--- src/message_packetizer_assert.svh ---
// Assertion macros shared by the message packetizer modules.
`ifndef MESSAGE_PACKETIZER_ASSERT_SVH
`define MESSAGE_PACKETIZER_ASSERT_SVH

`ifndef SYNTHESIS
`define MPK_ASSERT(lbl, clk, rstn, prop, msg) \
	lbl: assert property (@(posedge clk) disable iff (!rstn) prop) else $error(msg);
`define MPK_ASSERT_NEVER(lbl, clk, rstn, cond, msg) \
	lbl: assert property (@(posedge clk) disable iff (!rstn) !(cond)) else $error(msg);
`else
`define MPK_ASSERT(lbl, clk, rstn, prop, msg)
`define MPK_ASSERT_NEVER(lbl, clk, rstn, cond, msg)
`endif

`endif

--- src/mpk_pkg.sv ---
// Types, constants and register codes of the message packetizer.
package mpk_pkg;

	localparam int DEF_MAX_CHUNK = 31;
	localparam int DEF_MAX_NAME = 15;

	localparam int CLEN_W = 5;
	localparam int NLEN_W = 4;
	localparam int NAME_CHARS = 15;
	localparam int NAME_BITS = 8 * NAME_CHARS;
	localparam int DESC_DEPTH = 2;

	localparam int CFG_ADDR_W = 5;
	localparam int CFG_DATA_W = 64;

	localparam logic [2:0] HDR_FLAG = 3'b101;
	localparam logic [3:0] CRC_PLACEHOLDER = 4'hF;

	localparam logic [1:0] REG_NAME_LENGTH = 2'd0;
	localparam logic [1:0] REG_NAME_LOW = 2'd1;
	localparam logic [1:0] REG_NAME_HIGH = 2'd2;

	typedef struct packed {
		logic [CLEN_W-1:0] clen;
		logic last;
	} desc_t;

	typedef struct packed {
		logic [NLEN_W-1:0] length;
		logic [NAME_BITS-1:0] chars;
	} name_cfg_t;

	typedef enum logic [1:0] {
		BK_IDLE,
		BK_HDR1,
		BK_NAME,
		BK_DATA
	} back_state_t;

endpackage

--- src/mpk_ram.sv ---
// Generic single-write, single-read RAM with registered read data.
module mpk_ram #(
	parameter int WIDTH = 8,
	parameter int DEPTH = 64
) (
	input logic clk,
	input logic we,
	input logic [$clog2(DEPTH)-1:0] waddr,
	input logic [WIDTH-1:0] wdata,
	input logic re,
	input logic [$clog2(DEPTH)-1:0] raddr,
	output logic [WIDTH-1:0] rdata
);

	logic [WIDTH-1:0] mem_q [DEPTH];
	logic [WIDTH-1:0] rdata_q;

	always_ff @(posedge clk) begin
		if (we) begin
			mem_q[waddr] <= wdata;
		end
		if (re) begin
			rdata_q <= mem_q[raddr];
		end
	end

	assign rdata = rdata_q;

endmodule

--- src/mpk_front.sv ---
// Front end: takes text bytes, fills the chunk bank and closes chunks.
`include "message_packetizer_assert.svh"

module mpk_front #(
	parameter int MAX_CHUNK = 31
) (
	input logic clk,
	input logic arst_n,
	input logic s_tvalid,
	output logic s_tready,
	input logic [7:0] s_tdata,
	input logic s_tlast,
	output logic ram_we,
	output logic [$clog2(MAX_CHUNK+1):0] ram_waddr,
	output logic [7:0] ram_wdata,
	output logic push,
	output mpk_pkg::desc_t push_data,
	input logic fifo_full
);
	import mpk_pkg::*;

	localparam int CW = $clog2(MAX_CHUNK + 1);

	logic [CW-1:0] fill_q;
	logic [CW-1:0] fill_next;
	logic wbank_q;
	logic accept;
	logic close;

	assign s_tready = !fifo_full;
	assign accept = s_tvalid && s_tready;
	assign fill_next = fill_q + CW'(1);
	assign close = (fill_next == CW'(MAX_CHUNK)) || s_tlast;

	assign ram_we = accept;
	assign ram_waddr = {wbank_q, fill_q};
	assign ram_wdata = s_tdata;

	assign push = accept && close;
	assign push_data.clen = CLEN_W'(fill_next);
	assign push_data.last = s_tlast;

	always_ff @(posedge clk or negedge arst_n) begin
		if (!arst_n) begin
			fill_q <= '0;
			wbank_q <= 1'b0;
		end else if (accept) begin
			if (close) begin
				fill_q <= '0;
				wbank_q <= !wbank_q;
			end else begin
				fill_q <= fill_next;
			end
		end
	end

	`MPK_ASSERT(a_fill_range, clk, arst_n, fill_q < CW'(MAX_CHUNK), "chunk fill out of range")
	`MPK_ASSERT_NEVER(a_push_full, clk, arst_n, push && fifo_full, "chunk closed into full queue")

endmodule

--- src/mpk_desc_fifo.sv ---
// Two-entry queue of closed chunk descriptors between front and back.
`include "message_packetizer_assert.svh"

module mpk_desc_fifo (
	input logic clk,
	input logic arst_n,
	input logic push,
	input mpk_pkg::desc_t push_data,
	output logic full,
	input logic pop,
	output logic head_valid,
	output mpk_pkg::desc_t head
);
	import mpk_pkg::*;

	localparam int PW = $clog2(DESC_DEPTH);

	desc_t entry_q [DESC_DEPTH];
	logic [PW-1:0] wr_ptr_q;
	logic [PW-1:0] rd_ptr_q;
	logic [PW:0] count_q;

	assign full = (count_q == (PW+1)'(DESC_DEPTH));
	assign head_valid = (count_q != '0);
	assign head = entry_q[rd_ptr_q];

	always_ff @(posedge clk) begin
		if (push) begin
			entry_q[wr_ptr_q] <= push_data;
		end
	end

	always_ff @(posedge clk or negedge arst_n) begin
		if (!arst_n) begin
			wr_ptr_q <= '0;
			rd_ptr_q <= '0;
			count_q <= '0;
		end else begin
			if (push) begin
				wr_ptr_q <= wr_ptr_q + PW'(1);
			end
			if (pop) begin
				rd_ptr_q <= rd_ptr_q + PW'(1);
			end
			if (push && !pop) begin
				count_q <= count_q + (PW+1)'(1);
			end else if (pop && !push) begin
				count_q <= count_q - (PW+1)'(1);
			end
		end
	end

	`MPK_ASSERT_NEVER(a_pop_empty, clk, arst_n, pop && !head_valid, "pop from empty queue")
	`MPK_ASSERT(a_count_range, clk, arst_n, count_q <= (PW+1)'(DESC_DEPTH), "queue count out of range")

endmodule

--- src/mpk_back.sv ---
// Back end: sequences header, name and chunk bytes of each package onto the output.
`include "message_packetizer_assert.svh"

module mpk_back #(
	parameter int MAX_CHUNK = 31,
	parameter int MAX_NAME = 15
) (
	input logic clk,
	input logic arst_n,
	input mpk_pkg::name_cfg_t cfg,
	input logic desc_valid,
	input mpk_pkg::desc_t desc,
	output logic desc_pop,
	output logic ram_re,
	output logic [$clog2(MAX_CHUNK+1):0] ram_raddr,
	input logic [7:0] ram_rdata,
	output logic m_tvalid,
	input logic m_tready,
	output logic [7:0] m_tdata,
	output logic m_tlast,
	output logic m_tuser
);
	import mpk_pkg::*;

	localparam int CW = $clog2(MAX_CHUNK + 1);
	localparam int CNTW = (CW > NLEN_W) ? CW : NLEN_W;

	back_state_t state_q, state_d;
	logic [CNTW-1:0] cnt_q, cnt_d;
	logic rbank_q, rbank_d;

	logic [NLEN_W-1:0] nlen;
	logic [CLEN_W-1:0] clen;
	logic adv_out;
	logic adv_s1;

	logic gen_valid;
	logic gen_data;
	logic [7:0] gen_byte;
	logic gen_eop;
	logic gen_eom;

	logic v_s1;
	logic data_s1;
	logic [7:0] byte_s1;
	logic eop_s1;
	logic eom_s1;

	logic out_valid_q;
	logic [7:0] out_byte_q;
	logic out_eop_q;
	logic out_eom_q;

	assign nlen = (cfg.length > NLEN_W'(MAX_NAME)) ? NLEN_W'(MAX_NAME) : cfg.length;
	assign clen = desc.clen;
	assign adv_out = !out_valid_q || m_tready;
	assign adv_s1 = !v_s1 || adv_out;

	always_comb begin
		state_d = state_q;
		cnt_d = cnt_q;
		rbank_d = rbank_q;
		gen_valid = 1'b0;
		gen_data = 1'b0;
		gen_byte = '0;
		gen_eop = 1'b0;
		gen_eom = 1'b0;
		desc_pop = 1'b0;
		case (state_q)
			BK_IDLE: begin
				gen_byte = {HDR_FLAG, nlen, clen[4]};
				if (desc_valid) begin
					gen_valid = 1'b1;
					if (adv_s1) begin
						state_d = BK_HDR1;
					end
				end
			end
			BK_HDR1: begin
				gen_valid = 1'b1;
				gen_byte = {clen[3:0], CRC_PLACEHOLDER};
				if (adv_s1) begin
					cnt_d = '0;
					state_d = (nlen != '0) ? BK_NAME : BK_DATA;
				end
			end
			BK_NAME: begin
				gen_valid = 1'b1;
				gen_byte = cfg.chars[8*cnt_q[NLEN_W-1:0] +: 8];
				if (adv_s1) begin
					if (cnt_q[NLEN_W-1:0] == nlen - NLEN_W'(1)) begin
						cnt_d = '0;
						state_d = BK_DATA;
					end else begin
						cnt_d = cnt_q + CNTW'(1);
					end
				end
			end
			BK_DATA: begin
				gen_valid = 1'b1;
				gen_data = 1'b1;
				gen_eop = (cnt_q[CW-1:0] == clen[CW-1:0] - CW'(1));
				gen_eom = gen_eop && desc.last;
				if (adv_s1) begin
					if (gen_eop) begin
						desc_pop = 1'b1;
						rbank_d = !rbank_q;
						cnt_d = '0;
						state_d = BK_IDLE;
					end else begin
						cnt_d = cnt_q + CNTW'(1);
					end
				end
			end
			default: begin
				state_d = BK_IDLE;
			end
		endcase
	end

	assign ram_re = gen_valid && gen_data && adv_s1;
	assign ram_raddr = {rbank_q, cnt_q[CW-1:0]};

	always_ff @(posedge clk or negedge arst_n) begin
		if (!arst_n) begin
			state_q <= BK_IDLE;
			cnt_q <= '0;
			rbank_q <= 1'b0;
		end else begin
			state_q <= state_d;
			cnt_q <= cnt_d;
			rbank_q <= rbank_d;
		end
	end

	always_ff @(posedge clk or negedge arst_n) begin
		if (!arst_n) begin
			v_s1 <= 1'b0;
			out_valid_q <= 1'b0;
		end else begin
			if (adv_s1) begin
				v_s1 <= gen_valid;
			end
			if (adv_out) begin
				out_valid_q <= v_s1;
			end
		end
	end

	always_ff @(posedge clk) begin
		if (adv_s1) begin
			data_s1 <= gen_data;
			byte_s1 <= gen_byte;
			eop_s1 <= gen_eop;
			eom_s1 <= gen_eom;
		end
		if (adv_out) begin
			out_byte_q <= data_s1 ? ram_rdata : byte_s1;
			out_eop_q <= eop_s1;
			out_eom_q <= eom_s1;
		end
	end

	assign m_tvalid = out_valid_q;
	assign m_tdata = out_byte_q;
	assign m_tlast = out_eop_q;
	assign m_tuser = out_eom_q;

	`MPK_ASSERT(a_busy_has_desc, clk, arst_n, (state_q != BK_IDLE) |-> desc_valid, "package in progress without descriptor")
	`MPK_ASSERT(a_eom_on_eop, clk, arst_n, (m_tvalid && m_tuser) |-> m_tlast, "message end off package end")

endmodule

--- src/message_packetizer.sv ---
// Top level of the message packetizer: configuration registers and block wiring.
//
// Text bytes enter on the s_ stream, one transfer per cycle while a chunk fills,
// and are written into a two-bank chunk RAM; a chunk closes when it holds
// MAX_CHUNK bytes or on the byte marked by s_tlast, and its descriptor goes into
// a two-entry queue, so the input stalls only while two closed chunks wait. The
// back end sends each package on the m_ stream at one byte per cycle while
// m_tready is high, through the RAM's single read port: two header bytes, the
// name bytes, then the chunk bytes, with the next package's first header byte
// following directly when its descriptor is already queued.
// m_tlast marks the last byte of a package and m_tuser the last byte of the
// message. Configuration sits on an APB-style port at byte addresses 0, 8 and 16
// and must only be written while the block is idle. No clearing pass follows reset.
`include "message_packetizer_assert.svh"

module message_packetizer #(
	parameter int MAX_CHUNK = mpk_pkg::DEF_MAX_CHUNK,
	parameter int MAX_NAME = mpk_pkg::DEF_MAX_NAME
) (
	input logic clk,
	input logic arst_n,
	input logic psel,
	input logic penable,
	input logic pwrite,
	input logic [mpk_pkg::CFG_ADDR_W-1:0] paddr,
	input logic [mpk_pkg::CFG_DATA_W-1:0] pwdata,
	output logic [mpk_pkg::CFG_DATA_W-1:0] prdata,
	output logic pready,
	input logic s_tvalid,
	output logic s_tready,
	input logic [7:0] s_tdata, // text_byte
	input logic s_tlast,
	output logic m_tvalid,
	input logic m_tready,
	output logic [7:0] m_tdata, // out_byte
	output logic m_tlast,
	output logic m_tuser // end_of_message
);
	import mpk_pkg::*;

	localparam int CW = $clog2(MAX_CHUNK + 1);
	localparam int AW = CW + 1;

	logic [NLEN_W-1:0] name_length_q;
	logic [63:0] name_low_q;
	logic [55:0] name_high_q;
	logic [1:0] reg_index;
	logic cfg_write;
	name_cfg_t name_cfg;

	logic ram_we;
	logic [AW-1:0] ram_waddr;
	logic [7:0] ram_wdata;
	logic ram_re;
	logic [AW-1:0] ram_raddr;
	logic [7:0] ram_rdata;

	logic push;
	desc_t push_data;
	logic fifo_full;
	logic desc_pop;
	logic desc_valid;
	desc_t desc_head;

	assign pready = 1'b1;
	assign reg_index = paddr[4:3];
	assign cfg_write = psel && penable && pwrite && pready;

	always_ff @(posedge clk or negedge arst_n) begin
		if (!arst_n) begin
			name_length_q <= NLEN_W'(1);
			name_low_q <= '0;
			name_high_q <= '0;
		end else if (cfg_write) begin
			case (reg_index)
				REG_NAME_LENGTH: name_length_q <= pwdata[NLEN_W-1:0];
				REG_NAME_LOW: name_low_q <= pwdata;
				REG_NAME_HIGH: name_high_q <= pwdata[55:0];
				default: ;
			endcase
		end
	end

	always_comb begin
		case (reg_index)
			REG_NAME_LENGTH: prdata = CFG_DATA_W'(name_length_q);
			REG_NAME_LOW: prdata = name_low_q;
			REG_NAME_HIGH: prdata = CFG_DATA_W'(name_high_q);
			default: prdata = '0;
		endcase
	end

	assign name_cfg.length = name_length_q;
	assign name_cfg.chars = {name_high_q, name_low_q};

	mpk_front #(
		.MAX_CHUNK(MAX_CHUNK)
	) u_front (
		.clk(clk),
		.arst_n(arst_n),
		.s_tvalid(s_tvalid),
		.s_tready(s_tready),
		.s_tdata(s_tdata),
		.s_tlast(s_tlast),
		.ram_we(ram_we),
		.ram_waddr(ram_waddr),
		.ram_wdata(ram_wdata),
		.push(push),
		.push_data(push_data),
		.fifo_full(fifo_full)
	);

	mpk_ram #(
		.WIDTH(8),
		.DEPTH(2 ** AW)
	) u_chunk_ram (
		.clk(clk),
		.we(ram_we),
		.waddr(ram_waddr),
		.wdata(ram_wdata),
		.re(ram_re),
		.raddr(ram_raddr),
		.rdata(ram_rdata)
	);

	mpk_desc_fifo u_desc_fifo (
		.clk(clk),
		.arst_n(arst_n),
		.push(push),
		.push_data(push_data),
		.full(fifo_full),
		.pop(desc_pop),
		.head_valid(desc_valid),
		.head(desc_head)
	);

	mpk_back #(
		.MAX_CHUNK(MAX_CHUNK),
		.MAX_NAME(MAX_NAME)
	) u_back (
		.clk(clk),
		.arst_n(arst_n),
		.cfg(name_cfg),
		.desc_valid(desc_valid),
		.desc(desc_head),
		.desc_pop(desc_pop),
		.ram_re(ram_re),
		.ram_raddr(ram_raddr),
		.ram_rdata(ram_rdata),
		.m_tvalid(m_tvalid),
		.m_tready(m_tready),
		.m_tdata(m_tdata),
		.m_tlast(m_tlast),
		.m_tuser(m_tuser)
	);

	`MPK_ASSERT_NEVER(a_same_bank_access, clk, arst_n, ram_we && ram_re && (ram_waddr == ram_raddr), "chunk bank written while read")

endmodule
--- config.mk ---
export PLATFORM = sky130hd
export DESIGN_NAME = message_packetizer
export DESIGN_NICKNAME = d
export VERILOG_FILES = /design/src/mpk_pkg.sv /design/src/mpk_ram.sv /design/src/mpk_front.sv /design/src/mpk_desc_fifo.sv /design/src/mpk_back.sv /design/src/message_packetizer.sv
export VERILOG_INCLUDE_DIRS = /design/src /design/src/src
export SDC_FILE = /design/constraint.sdc
export NUM_CORES = 1
export LEC_CHECK = 0
export ABC_AREA = 0
export BUFFER_PORTS_ARGS = -buffer_cell sky130_fd_sc_hd__buf_2
export CORE_ASPECT_RATIO = 1.5
export CORE_MARGIN = 10
export CORE_UTILIZATION = 65
export DETAILED_ROUTE_END_ITERATION = 12
export GPL_ROUTABILITY_DRIVEN = 0
export HOLD_SLACK_MARGIN = 0.02
export PLACE_DENSITY = 0.84
export SYNTH_ARGS = -nofsm -noshare
export SYNTH_HDL_FRONTEND = slang
export SYNTH_SLANG_ARGS = --single-unit
--- constraint.sdc ---
create_clock -name clk -period 5.8 [get_ports clk]
set_input_delay 0.29 -clock clk [delete_from_list [all_inputs] [get_ports clk]]
set_output_delay 0.29 -clock clk [all_outputs]
set_load 0.03 [all_outputs]
==> metrics.cfg <==
[run_status]
status=finished clean

[cts]
htree_levels=2
cts_resized=0
insertion_delay_ns=0.61
cts_buffers=58
tritoncts=yes
root_buffer=clkbuf_16
cts_buffer_depth=3
cts_sinks=697
clk_pin_slew_ns=0.07

[synthesis]
synth_area_leaders=edfxtp_1 (57%), mux4_2 (13%), dfrtp_1 (12%), mux2_2 (5.2%), mux2i_1 (1.7%)
synth_nets=1633
yosysSeqAreaShare_pct=69.8
synth_top_flop_cell=edfxtp_1
yosys.area.top_type=edfxtp_1
netlist-cell-type-count=54
yosys.area.top_type_share_pct=57.3
yosys_register_bits=697
synthCells=1536
synth.avg_cell_area_um2=18.9
yosys_warnings=0
synth_edf_count=553
synth_area_um2=29000
synthArstFlopShare_pct=20.7

[grt]
grt_pass1_wl_mm=109
antenna_found_initial=1
overflow=0
grt_pass1_vias=17000
grt_max_degree=97
grt_usage_pct=27.4

[critical_path]
ff2ff_path_depth=5
r2r_start=u_back.cnt_q[0]$_DFFE_PN0P_
crit_end=u_chunk_ram.rdata[6]$_DFFE_PP_
worstPathRequired_ns=6.15
reg2reg_slack_ns=2.26
worstSetupEndpointType=register
arrival_ns=3.88
worst_setup_path_start_kind=register
r2r-end=u_chunk_ram.rdata[6]$_DFFE_PP_
timing_worst_setup_path_type=reg -> reg
crit_start=u_back.cnt_q[0]$_DFFE_PN0P_
cp_max_fo=44

[finish]
finalNetCount=1830
drive_above_1_share_pct=32.6
mostFrequentLayoutCells=edfxtp_1 (553), mux4_2 (168), buf_2 (156)
utilization_pct=74.7
fillers=2368
syn2layout_area_growth_pct=13.4
fin_area_um2=32800
final_common_cell=edfxtp_1

[hold_path]
hp-class=in -> reg
whs_path_depth=3

[placement]
port_buffers=157
pre_cts_ws_ns=2.28
hpwl_mm=43.0
placed_cell_area_um2=30100

[power]
pwr-share-seq_pct=44.5
ir_drop_mv=0.347
power_density_nw_per_um2=441
swShare_pct=30.5
clock_power_share_pct=28.5
p_comb_share_pct=27.0
p_int_w=0.0101
p_sw_w=0.00442
p_leak_nw=11.3

[sta]
tightest_slew_ns=1.28
worst_slack_ns=2.26
fin_setup_tns_ns=0
hold-worst-slack_ns=0.210
post-route-period-util_pct=61.0
fin_worst_skew_ns=0.0222
fmax_ghz=0.283
hold_violations=0
setup_viol=0
rsz0062_at_grt=no
finalCriticalPeriod_ns=3.54
drv_slew=0
slew_headroom_pct=14.8

[die]
die_w_um=192
fp.dieH_um=279
pin_count=162
die_area_um2=53600
start_util_pct=65.8
core-area_um2=44000
fp-row-count=94

[routing]
drt-initial-drc-count=1612
via_per_inst=6.85
firstDrtPassIters=5
routed_wl_mm=72.6
vias=16200
ant_nets=0
drc=0
wl_per_cell_um=30.8

[flow_run]
cap_violations=0

==> critical path: stages, from the launching register on <==
cell     delay (ns)
dfrtp_4        0.92
buf_4          0.74
mux4_2         0.67
mux4_2         0.56
o22ai_1        0.18
nor2_1         0.10
==> layer usage <==
layer	vias up	GRT usage [%]	wire [um]
met3	195	3.92	5850
met1	8384	32.9	24400
met5	-	0	0
met2	1008	47.7	38600
li1	6579	-	-
met4	0	13.2	3830
==> layout make-up <==
cell class | count | area, um^2 | area share (%)
tap | 576 | 721 | 2.19
multi-input combinational | 727 | 8230 | 25.1
timing repair buffer | 236 | 1590 | 4.84
inverter | 13 | 48.8 | 0.149
sequential | 697 | 20200 | 61.6
clock inverter | 38 | 473 | 1.44
clock buffer | 72 | 1560 | 4.74
antenna | 1 | 2.50 | 0.00762
==> how the worst min path moves through the flow <==
stage	start	endpoint	slack, ns
finish	s_tvalid	u_front.fill_q[0]$_DFFE_PN0P_	0.21
global route	s_tvalid	u_front.fill_q[4]$_DFFE_PN0P_	0.23
CTS	s_tvalid	u_front.fill_q[4]$_DFFE_PN0P_	0.19
detailed placement	u_back.eom_s1$_SDFFCE_PN0P_	u_back.m_tuser$_DFFE_PP_	0.42
global placement	u_back.eop_s1$_SDFFCE_PN0P_	u_back.m_tlast$_DFFE_PP_	0.40
floorplan	arst_n	name_high_q[0]$_DFFE_PN0P_	-0.006
==> flip-flops by register name, summed over array words and instances, names as in the netlist <==
signal / cells
u_chunk_ram.mem_q: 512
name_low_q: 64
name_high_q: 56
u_desc_fifo.entry_q: 12
u_back.byte_s1: 8
u_back.m_tdata: 8
u_chunk_ram.rdata: 8
u_back.cnt_q: 5
u_front.fill_q: 5
name_length_q: 4
u_back.state_q: 2
u_desc_fifo.count_q: 2
u_back.data_s1: 1
u_back.eom_s1: 1
u_back.eop_s1: 1
u_back.m_tlast: 1
u_back.m_tuser: 1
u_back.m_tvalid: 1
u_back.rbank_q: 1
u_back.v_s1: 1
u_desc_fifo.rd_ptr_q: 1
u_desc_fifo.wr_ptr_q: 1
u_front.wbank_q: 1
==> what timing repair did <==
action                    CTS  global route
hold buffers               66             0
buffers inserted            0             0
hold endpoints to repair  221             0
==> power by group through the flow <==
stage / clock [W] / sequential, W / combinational, W
after floorplan: 0 / 0.00618 / 0.00292
after global placement: 0 / 0.00650 / 0.00368
after detailed placement: 0 / 0.00653 / 0.00378
after CTS: 0.00417 / 0.00644 / 0.00389
after global routing: 0.00436 / 0.00651 / 0.00409
final: 0.00414 / 0.00645 / 0.00391
==> cells in the mapped netlist, drive strengths merged (13+ instances only) <==
library cell	number
mux2i	48
dfrtp	143
edfxtp	553
buf	59
clkbuf	40
o21ai	25
o22ai	16
mux2	135
mux4	173
inv	13
nor2	87
a22o	52
nand2	42
and2	14
==> per-stage QoR <==
| stage | std cells | power, W |
|---|---|---|
| after floorplan | 1536 | 0.00910 |
| after global placement | 2183 | 0.0102 |
| after detailed placement | 2183 | 0.0103 |
| after CTS | 2359 | 0.0145 |
| after global routing | 2360 | 0.0150 |
| final | 2360 | 0.0145 |
==> logic make-up (layout without fill, tap and decap cells) <==
group | count (synthesis) | after routing | share of synthesized area [%]
mux | 356 | 356 | 20.4
flops | 697 | 697 | 69.8
xor+xnor | 22 | 22 | 0.665
simple gates | 197 | 197 | 3.11
other cells | 1 | 2 | 0.0129
buf+inv | 112 | 359 | 1.90
fa+ha+maj | 12 | 12 | 0.518
compound gates | 139 | 139 | 3.59
(Power assumes the default switching activity.)
